<file path="src/rtl/core/pwm_frequency_duty_meter_assert.svh">
// assertion macros for the pwm meter
`ifndef PWM_FREQUENCY_DUTY_METER_ASSERT_SVH
`define PWM_FREQUENCY_DUTY_METER_ASSERT_SVH
`ifndef SYNTHESIS
`define PFDM_ASSERT_NOW(name, ante, cons) \
  name: assert property (@(posedge clk) disable iff (!rst_n) (ante) |-> (cons)) \
    else $error("pfdm assertion failed");
`define PFDM_ASSERT_NEXT(name, ante, cons) \
  name: assert property (@(posedge clk) disable iff (!rst_n) (ante) |=> (cons)) \
    else $error("pfdm assertion failed");
`else
`define PFDM_ASSERT_NOW(name, ante, cons)
`define PFDM_ASSERT_NEXT(name, ante, cons)
`endif
`endif

</file>
<file path="src/rtl/core/pfdm_pkg.sv">
`default_nettype none
package pfdm_pkg;

  localparam int CLK_W      = 27;
  localparam int DUTY_W     = 7;
  localparam int SPAN_OUT_W = 17;
  localparam int CAP_W      = 16;
  localparam int CNT_W      = 5;
  localparam int DSH_PAD_W  = CLK_W - DUTY_W;
  localparam int ADDR_W     = 3;
  localparam int DATA_W     = 32;

  localparam logic [CLK_W-1:0]  CLK_RESET = CLK_W'(8000000);
  localparam logic [DUTY_W-1:0] DUTY_FULL = DUTY_W'(100);

  localparam logic REG_TIMER_CLK = 1'b0;

  typedef enum logic {
    CMD_CAPTURE,
    CMD_OVERFLOW
  } cmd_t;

  typedef enum logic [2:0] {
    BK_IDLE,
    BK_FDIV,
    BK_MUL,
    BK_SCALE,
    BK_DCHK,
    BK_DDIV,
    BK_DSAT,
    BK_FIN
  } back_state_t;

  typedef struct packed {
    logic full;
    logic empty;
  } q_stat_t;

endpackage
`default_nettype wire

</file>
<file path="src/rtl/core/pwm_frequency_duty_meter.sv">
// a rising-edge transaction passes a 27-step frequency quotient, multiply, scale and 7-step
// duty quotient before out_valid rises, the duty quotient skipped when the duty needs no
// division and all skipped for a zero period; the back end's shared restoring divider runs
// one rising edge at a time, popping the next only once the result is loaded;
// overflow and falling-edge transactions go in every cycle while the 2-entry queue has room
// reset: synchronous, active low; clears edge tracking, queue and result valid, clock reg 8000000
`default_nettype none
`include "pwm_frequency_duty_meter_assert.svh"
module pwm_frequency_duty_meter
  import pfdm_pkg::*;
#(
  parameter int COUNTER_WIDTH = 16
) (
  input  wire logic                  clk,
  input  wire logic                  rst_n,
  input  wire logic                  in_valid,
  output logic                       in_stall,
  input  wire logic [0:0]            in_command,
  input  wire logic [CAP_W-1:0]      in_capture_value,
  output logic                       out_valid,
  input  wire logic                  out_stall,
  output logic      [CLK_W-1:0]      out_frequency_hz,
  output logic      [DUTY_W-1:0]     out_duty_percent,
  output logic      [SPAN_OUT_W-1:0] out_period_ticks,
  output logic      [SPAN_OUT_W-1:0] out_high_ticks,
  output logic                       out_zero_period,
  input  wire logic                  psel,
  input  wire logic                  penable,
  input  wire logic                  pwrite,
  input  wire logic [ADDR_W-1:0]     paddr,
  input  wire logic [DATA_W-1:0]     pwdata,
  output logic      [DATA_W-1:0]     prdata,
  output logic                       pready
);

  localparam int SPAN_W = COUNTER_WIDTH + 1;

  logic [CLK_W-1:0]    clk_hz_r;
  logic                reg_sel;
  q_stat_t             q_stat;
  logic                q_push;
  logic                q_pop;
  logic [SPAN_W-1:0]   f_period;
  logic [SPAN_W-1:0]   f_high;
  logic [2*SPAN_W-1:0] q_data;

  // register file
  assign pready  = 1'b1;
  assign reg_sel = (paddr[ADDR_W-1] == REG_TIMER_CLK);
  assign prdata  = reg_sel ? DATA_W'(clk_hz_r) : '0;

  always_ff @(posedge clk) begin
    if (!rst_n) begin
      clk_hz_r <= CLK_RESET;
    end else if (psel && penable && pwrite && pready && reg_sel) begin
      clk_hz_r <= pwdata[CLK_W-1:0];
    end
  end

  pfdm_front #(
    .COUNTER_WIDTH(COUNTER_WIDTH)
  ) u_front (
    .clk             (clk),
    .rst_n           (rst_n),
    .in_valid        (in_valid),
    .in_stall        (in_stall),
    .in_command      (in_command),
    .in_capture_value(in_capture_value),
    .q_stat          (q_stat),
    .q_push          (q_push),
    .q_period        (f_period),
    .q_high          (f_high)
  );

  pfdm_fifo #(
    .WIDTH(2 * SPAN_W)
  ) u_fifo (
    .clk      (clk),
    .rst_n    (rst_n),
    .push     (q_push),
    .push_data({f_period, f_high}),
    .pop      (q_pop),
    .pop_data (q_data),
    .stat     (q_stat)
  );

  pfdm_back #(
    .SPAN_W(SPAN_W)
  ) u_back (
    .clk             (clk),
    .rst_n           (rst_n),
    .clk_hz          (clk_hz_r),
    .q_valid         (!q_stat.empty),
    .q_period        (q_data[2*SPAN_W-1:SPAN_W]),
    .q_high          (q_data[SPAN_W-1:0]),
    .q_pop           (q_pop),
    .out_valid       (out_valid),
    .out_stall       (out_stall),
    .out_frequency_hz(out_frequency_hz),
    .out_duty_percent(out_duty_percent),
    .out_period_ticks(out_period_ticks),
    .out_high_ticks  (out_high_ticks),
    .out_zero_period (out_zero_period)
  );

  `PFDM_ASSERT_NOW(a_no_push_when_full, q_push, !q_stat.full)
  `PFDM_ASSERT_NOW(a_no_pop_when_empty, q_pop, !q_stat.empty)
  `PFDM_ASSERT_NEXT(a_push_fills_queue, q_push && q_stat.empty, !q_stat.empty)
  `PFDM_ASSERT_NOW(a_zero_res, out_valid && out_zero_period, ~|{out_frequency_hz, out_duty_percent})
  `PFDM_ASSERT_NOW(a_duty_in_range, out_valid, out_duty_percent <= DUTY_FULL)

endmodule
`default_nettype wire

</file>
<file path="src/rtl/core/pfdm_fifo.sv">
`default_nettype none
module pfdm_fifo
  import pfdm_pkg::*;
#(
  parameter int WIDTH = 34
) (
  input  wire logic             clk,
  input  wire logic             rst_n,
  input  wire logic             push,
  input  wire logic [WIDTH-1:0] push_data,
  input  wire logic             pop,
  output logic      [WIDTH-1:0] pop_data,
  output q_stat_t               stat
);

  logic [WIDTH-1:0] mem_r [2];
  logic             wptr_r;
  logic             rptr_r;
  logic [1:0]       cnt_r;

  always_ff @(posedge clk) begin
    if (!rst_n) begin
      wptr_r <= 1'b0;
      rptr_r <= 1'b0;
      cnt_r  <= 2'd0;
    end else begin
      if (push) begin
        wptr_r <= ~wptr_r;
      end
      if (pop) begin
        rptr_r <= ~rptr_r;
      end
      if (push && !pop) begin
        cnt_r <= cnt_r + 2'd1;
      end else if (pop && !push) begin
        cnt_r <= cnt_r - 2'd1;
      end
    end
  end

  always_ff @(posedge clk) begin
    if (push) begin
      mem_r[wptr_r] <= push_data;
    end
  end

  assign pop_data   = mem_r[rptr_r];
  assign stat.full  = (cnt_r == 2'd2);
  assign stat.empty = (cnt_r == 2'd0);

endmodule
`default_nettype wire

</file>
<file path="src/rtl/core/pfdm_front.sv">
`default_nettype none
module pfdm_front
  import pfdm_pkg::*;
#(
  parameter int COUNTER_WIDTH = 16,
  localparam int SPAN_W = COUNTER_WIDTH + 1
) (
  input  wire logic              clk,
  input  wire logic              rst_n,
  input  wire logic              in_valid,
  output logic                   in_stall,
  input  wire logic [0:0]        in_command,
  input  wire logic [CAP_W-1:0]  in_capture_value,
  input  wire q_stat_t           q_stat,
  output logic                   q_push,
  output logic      [SPAN_W-1:0] q_period,
  output logic      [SPAN_W-1:0] q_high
);

  localparam int TOP_W = COUNTER_WIDTH + 2;

  logic                     expect_falling_r, expect_falling_nxt;
  logic                     wrapped_r, wrapped_nxt;
  logic [COUNTER_WIDTH-1:0] start_r, start_nxt;
  logic [SPAN_W-1:0]        high_r, high_nxt;
  logic [COUNTER_WIDTH-1:0] cap;
  logic [SPAN_W-1:0]        span;
  logic                     accept;

  // span from the period start, one wrap tracked
  always_comb begin
    logic [TOP_W-1:0] full;
    logic [TOP_W-1:0] top;
    full = TOP_W'(1) << COUNTER_WIDTH;
    cap  = COUNTER_WIDTH'(in_capture_value);
    top  = TOP_W'(cap) + (wrapped_r ? full : '0);
    if (top < TOP_W'(start_r)) begin
      top = top + full;
    end
    span = SPAN_W'(top - TOP_W'(start_r));
  end

  assign in_stall = q_stat.full;
  assign accept   = in_valid && !in_stall;

  always_comb begin
    expect_falling_nxt = expect_falling_r;
    wrapped_nxt        = wrapped_r;
    start_nxt          = start_r;
    high_nxt           = high_r;
    q_push             = 1'b0;
    if (accept) begin
      if (in_command == CMD_OVERFLOW) begin
        wrapped_nxt = 1'b1;
      end else if (expect_falling_r) begin
        high_nxt           = span;
        wrapped_nxt        = 1'b0;
        expect_falling_nxt = 1'b0;
      end else begin
        q_push             = 1'b1;
        start_nxt          = cap;
        wrapped_nxt        = 1'b0;
        expect_falling_nxt = 1'b1;
      end
    end
  end

  assign q_period = span;
  assign q_high   = high_r;

  always_ff @(posedge clk) begin
    if (!rst_n) begin
      expect_falling_r <= 1'b0;
      wrapped_r        <= 1'b0;
      start_r          <= '0;
      high_r           <= '0;
    end else begin
      expect_falling_r <= expect_falling_nxt;
      wrapped_r        <= wrapped_nxt;
      start_r          <= start_nxt;
      high_r           <= high_nxt;
    end
  end

endmodule
`default_nettype wire

</file>
<file path="src/rtl/core/pfdm_back.sv">
`default_nettype none
module pfdm_back
  import pfdm_pkg::*;
#(
  parameter int SPAN_W = 17
) (
  input  wire logic                  clk,
  input  wire logic                  rst_n,
  input  wire logic [CLK_W-1:0]      clk_hz,
  input  wire logic                  q_valid,
  input  wire logic [SPAN_W-1:0]     q_period,
  input  wire logic [SPAN_W-1:0]     q_high,
  output logic                       q_pop,
  output logic                       out_valid,
  input  wire logic                  out_stall,
  output logic      [CLK_W-1:0]      out_frequency_hz,
  output logic      [DUTY_W-1:0]     out_duty_percent,
  output logic      [SPAN_OUT_W-1:0] out_period_ticks,
  output logic      [SPAN_OUT_W-1:0] out_high_ticks,
  output logic                       out_zero_period
);

  localparam int DW     = (SPAN_W > CLK_W) ? SPAN_W : CLK_W;
  localparam int PROD_W = SPAN_W + CLK_W;
  localparam int P100_W = PROD_W + DUTY_W;

  back_state_t state_r, state_nxt;

  logic [SPAN_W-1:0] period_r;
  logic [SPAN_W-1:0] high_r;
  logic              zero_r;
  logic [CLK_W-1:0]  freq_r;
  logic [DUTY_W-1:0] duty_r;
  logic [DW-1:0]     rem_r;
  logic [DW-1:0]     div_r;
  logic [CLK_W-1:0]  dsh_r;
  logic [CLK_W-1:0]  quo_r;
  logic [CNT_W-1:0]  cnt_r;
  logic [PROD_W-1:0] prod_r;
  logic [P100_W-1:0] p100_r;
  logic              out_valid_r;

  logic [DW:0] trial;
  logic        ge;
  logic        duty_zero;
  logic        duty_sat;
  logic        div_step;
  logic        ld_out;
  logic        last_step;

  // one restoring division step
  assign trial     = {rem_r, dsh_r[CLK_W-1]};
  assign ge        = (trial >= {1'b0, div_r});
  assign last_step = (cnt_r == CNT_W'(1));
  assign duty_zero = (high_r == '0) || (freq_r == '0);
  assign duty_sat  = (p100_r >= P100_W'({clk_hz, DUTY_W'(0)}));

  always_comb begin
    state_nxt = state_r;
    unique case (state_r)
      BK_IDLE: begin
        if (q_valid) begin
          state_nxt = (q_period == '0) ? BK_FIN : BK_FDIV;
        end
      end
      BK_FDIV: begin
        if (last_step) begin
          state_nxt = BK_MUL;
        end
      end
      BK_MUL:   state_nxt = BK_SCALE;
      BK_SCALE: state_nxt = BK_DCHK;
      BK_DCHK: begin
        state_nxt = (duty_zero || duty_sat) ? BK_FIN : BK_DDIV;
      end
      BK_DDIV: begin
        if (last_step) begin
          state_nxt = BK_DSAT;
        end
      end
      BK_DSAT:  state_nxt = BK_FIN;
      BK_FIN: begin
        if (ld_out) begin
          state_nxt = BK_IDLE;
        end
      end
      default:  state_nxt = BK_IDLE;
    endcase
  end

  always_comb begin
    q_pop    = 1'b0;
    div_step = 1'b0;
    ld_out   = 1'b0;
    unique case (state_r)
      BK_IDLE: q_pop    = q_valid;
      BK_FDIV: div_step = 1'b1;
      BK_DDIV: div_step = 1'b1;
      BK_FIN:  ld_out   = !out_valid_r || !out_stall;
      default: ;
    endcase
  end

  always_ff @(posedge clk) begin
    if (!rst_n) begin
      state_r <= BK_IDLE;
    end else begin
      state_r <= state_nxt;
    end
  end

  always_ff @(posedge clk) begin
    if (q_pop) begin
      period_r <= q_period;
      high_r   <= q_high;
      zero_r   <= (q_period == '0);
      freq_r   <= '0;
      duty_r   <= '0;
      rem_r    <= '0;
      div_r    <= DW'(q_period);
      dsh_r    <= clk_hz;
      quo_r    <= '0;
      cnt_r    <= CNT_W'(CLK_W);
    end
    if (div_step) begin
      rem_r <= ge ? DW'(trial - {1'b0, div_r}) : DW'(trial);
      dsh_r <= {dsh_r[CLK_W-2:0], 1'b0};
      quo_r <= {quo_r[CLK_W-2:0], ge};
      cnt_r <= cnt_r - CNT_W'(1);
    end
    unique case (state_r)
      BK_MUL: begin
        freq_r <= quo_r;
        prod_r <= PROD_W'(high_r) * PROD_W'(quo_r);
      end
      BK_SCALE: begin
        p100_r <= P100_W'(prod_r) * P100_W'(DUTY_FULL);
      end
      BK_DCHK: begin
        if (duty_zero) begin
          duty_r <= '0;
        end else if (duty_sat) begin
          duty_r <= DUTY_FULL;
        end else begin
          rem_r <= DW'(p100_r >> DUTY_W);
          dsh_r <= {p100_r[DUTY_W-1:0], DSH_PAD_W'(0)};
          div_r <= DW'(clk_hz);
          quo_r <= '0;
          cnt_r <= CNT_W'(DUTY_W);
        end
      end
      BK_DSAT: begin
        duty_r <= (quo_r[DUTY_W-1:0] > DUTY_FULL) ? DUTY_FULL : quo_r[DUTY_W-1:0];
      end
      default: ;
    endcase
  end

  // output register
  always_ff @(posedge clk) begin
    if (!rst_n) begin
      out_valid_r <= 1'b0;
    end else if (ld_out) begin
      out_valid_r <= 1'b1;
    end else if (!out_stall) begin
      out_valid_r <= 1'b0;
    end
  end

  always_ff @(posedge clk) begin
    if (ld_out) begin
      out_frequency_hz <= freq_r;
      out_duty_percent <= duty_r;
      out_period_ticks <= SPAN_OUT_W'(period_r);
      out_high_ticks   <= SPAN_OUT_W'(high_r);
      out_zero_period  <= zero_r;
    end
  end

  assign out_valid = out_valid_r;

endmodule
`default_nettype wire
</file>
<file path="config.mk">
export PLATFORM = sky130hd
export DESIGN_NAME = pwm_frequency_duty_meter
export DESIGN_NICKNAME = d
export VERILOG_FILES = /design/src/rtl/core/pfdm_pkg.sv /design/src/rtl/core/pwm_frequency_duty_meter.sv /design/src/rtl/core/pfdm_fifo.sv /design/src/rtl/core/pfdm_front.sv /design/src/rtl/core/pfdm_back.sv
export VERILOG_INCLUDE_DIRS = /design/src /design/src/rtl/core
export SDC_FILE = /design/constraint.sdc
export NUM_CORES = 2
export LEC_CHECK = 0
export BUFFER_PORTS_ARGS = -buffer_cell sky130_fd_sc_hd__buf_2
export CORE_MARGIN = 2
export CORE_UTILIZATION = 40
export CTS_BUF_LIST = sky130_fd_sc_hd__clkbuf_8
export DETAILED_ROUTE_END_ITERATION = 7
export SETUP_SLACK_MARGIN = 0.1
export SLEW_MARGIN = 0
export SYNTH_ARGS = -nofsm -noshare
export SYNTH_HDL_FRONTEND = slang
export SYNTH_SLANG_ARGS = --single-unit
</file>
<file path="constraint.sdc">
create_clock -name clk -period 5.8 [get_ports clk]
set_clock_uncertainty 0.1 [all_clocks]
set_input_delay 0.87 -clock clk [delete_from_list [all_inputs] [get_ports clk]]
set_output_delay 0.87 -clock clk [all_outputs]
set_load 0.05 [all_outputs]
</file>
==> impl_results.md <==
- CTS Buffer Depth: 3
- Placement Setup Slack: -0.474 ns
- WL final: 98200 um
- Hold slack: 0.287 ns
- Row Count: 115
- Top-count cell post-synth: inv_1
- Post-layout worst setup margin: -0.438 ns
- Synth Register Bits: 483
- RSZ-0062 raised after global routing: yes
- Tmin final: 6.24 ns
- Maximum fanout along the worst path: 7
- Async S/R FF share, synth: 0%
- Vias in the first global route: 30.4k
- Worst-Skew Late Latency: 0.71 ns
- Core ar.: 98600 sq um
- Final hold vios: 0
- Top-area cell type share of the netlist area: 22.0%
- Overall die area: 102000 sq um
- Peak Freq: 0.160 GHz
- Top reg by flops: u_fifo.mem_r
- TNS Setup: -6.02 ns
- Register area share after synthesis: 31.6%
- Leak pwr: 21.8 nW
- Port bufs: 149
- DPL Wire Length: 76500 um
- Critical path data arrival time: 6.57 ns
- Remaining DRCs: 0
- Routed vias/inst: 5.06
- Largest area contributor in the netlist: edfxtp_1
- DIE WIDTH: 319 um
- Max-slew violations: 0
- Nets@finish: 5192
- Drt first pass iters: 5
- Die Span Y: 319 um
- Max reg flops: 68
- Post-placement cell count: 5577
- Gpl congestion: 0.873
- DR WL/cell: 17.1 um
- Max IR drop VDD: 0.000507 V
- Grt total ovfl: 0
- Final Non-Filler Cells: 5745
- Share of cells above drive strength 1: 16.7%
- Ratio of final minimum period to clock period: 108%
- Finish-stage setup viols: 21
- TritonCTS clock tree: built
- H-Tree Depth: 3
- Failing checks: negative setup slack
- Area grow syn2layout: 16.1%
- Predominant post-synthesis flop cell: edfxtp_1
- Initial Util: 40.4%
- CP required: 6.14 ns
- Clock sinks: 483
- First-pass GRT wire length: 160000 um
- Biggest regs: u_fifo.mem_r (68), u_back.p100_r (49), u_back.prod_r (44)
- Clock transition at path regs: 0.06 ns
- HP Class: in2reg
- Synth Instances: 4070
- Ports: 163
- Synth cell types: 94
- TritonCTS buffer count: 83
- Largest net degree at the start of global routing: 77
- Status: finished, violations left
- Mapped Area: 39800 sq um
- Syn Area/Cell: 9.78 sq um
- Worst setup EP type: flip-flop
- Synth area leaders: edfxtp_1, fa_1, ha_1, dfxtp_1, inv_1
- Worst relative slew slack: 17.8%
- Startpoint type of the worst setup path: flip-flop
- Power Density: 561 nW/um^2
- Crit Path Class: reg2reg
- Synth cell count leaders: inv_1, nand2_1, fa_1
- Post-synth EDFFs: 292
- Overall Power: 25.9 mW
- Yosys warns: 0
- DRT iter0 DRCs: 1694
- Initial antenna violation count: 3
- Overall routing resource usage: 19.5%
- Root Buffer: clkbuf_8
- DR vias: 29.1k
- Remaining antenna violation count: 0
- Max-cap viol count: 0
- Slew of the pin with the lowest slew margin: 1.23 ns
## critical path, cell delays in order, from the launching register on
cell and delay, ns:
edfxtp_1 0.51, buf_8 0.20, buf_4 0.17, nand2_1 0.07, fa_1 0.47, inv_1 0.05
fa_1 0.52, fa_1 0.44, fa_1 0.55, fa_1 0.55, inv_1 0.05, fa_1 0.53
inv_1 0.06, ha_1 0.20, a21o_1 0.18, a21o_1 0.16, a21oi_2 0.17, nand2_1 0.12
nor3_4 0.21, nor3b_2 0.09, a221o_1 0.34, a21oi_2 0.14, xnor2_1 0.08
## kinds of logic after synthesis
group / share of synthesized area [%]
simple gates: 12.8
compound gates: 11.0
mux: 1.85
xor+xnor: 2.46
flops: 31.6
buf+inv: 9.08
other cells: 0.0189
fa+ha+maj: 31.1
## cell usage in the layout (no fill, tap or decap), drive strengths merged, types with 6 or more instances in the layout
master	instances
a21o	72
fa	415
or3	8
mux2i	25
a211oi	37
xnor2	68
and2	195
nand2b	14
dfxtp	191
a21boi	47
a211o	18
o21a	21
nor4	18
nor3	27
ha	327
a21oi	170
xor2	44
o31ai	8
mux2	41
nor2b	25
inv	772
o211ai	21
a41oi	6
a221oi	9
a22o	19
o21bai	9
clkinv	22
conb	6
o21ai	112
nand3	39
buf	443
nand4	24
and3	43
edfxtp	292
nor2	209
nand2	456
a22oi	34
clkbuf	87
a31oi	17
## per-stage QoR
stage | cell area [sq um] | utilization, %
finish | 46200 | 46.9
detailed placement | 44200 | 44.8
global route | 46200 | 46.9
CTS | 46000 | 46.6
global placement | 44200 | 44.8
floorplan | 40300 | -
## power breakdown
part	switching (mW)	total (mW)	internal [mW]
Combinational	9.62	17.0	7.42
Clock	1.50	3.08	1.58
Sequential	0.583	5.79	5.20
## per-layer routing
layer / track usage (%) / up-vias / share of wire, %
met5: 0 / - / 0
met4: 4.98 / 0 / 2.2
met3: 2.73 / 143 / 4.2
met2: 33.9 / 579 / 49
met1: 25.6 / 14468 / 45
li1: - / 13873 / -
## layout make-up
| class | count | area, sq um |
|---|---|---|
| flip-flops and latches | 483 | 12600 |
| repair buffers | 444 | 3400 |
| well taps | 1287 | 1610 |
| diodes | 2 | 5.00 |
| clock inverters | 64 | 432 |
| multi-input cells | 2644 | 24200 |
| clock buffers | 86 | 1180 |
| inverters | 735 | 2760 |
| fillers | 9340 | 52400 |
## final timing paths
path / from / end / slack (ns) / cells past startpoint
worst min register to register: u_back.period_r[16]$_DFFE_PP_ / u_back.out_period_ticks[16]$_DFFE_PP_ / 0.32 / 0
worst min-delay path: pwdata[9] / clk_hz_r[9]$_SDFFE_PN1P_ / 0.29 / 3
worst max-delay path: u_back.high_r[8]$_DFFE_PP_ / u_back.prod_r[40]$_DFFE_PP_ / -0.44 / 22
worst max register to register: u_back.high_r[8]$_DFFE_PP_ / u_back.prod_r[40]$_DFFE_PP_ / -0.44 / 22
## repair_timing
action / 4_1_cts / 5_1_grt
hold buffers: 0 / 0
gates resized for setup: 27 / 45
endpoints found under the setup margin: 27 / 28
pin swaps: 9 / 8
buffers inserted: 10 / 5
gates cloned: 0 / 1
(Power assumes the default switching activity.)
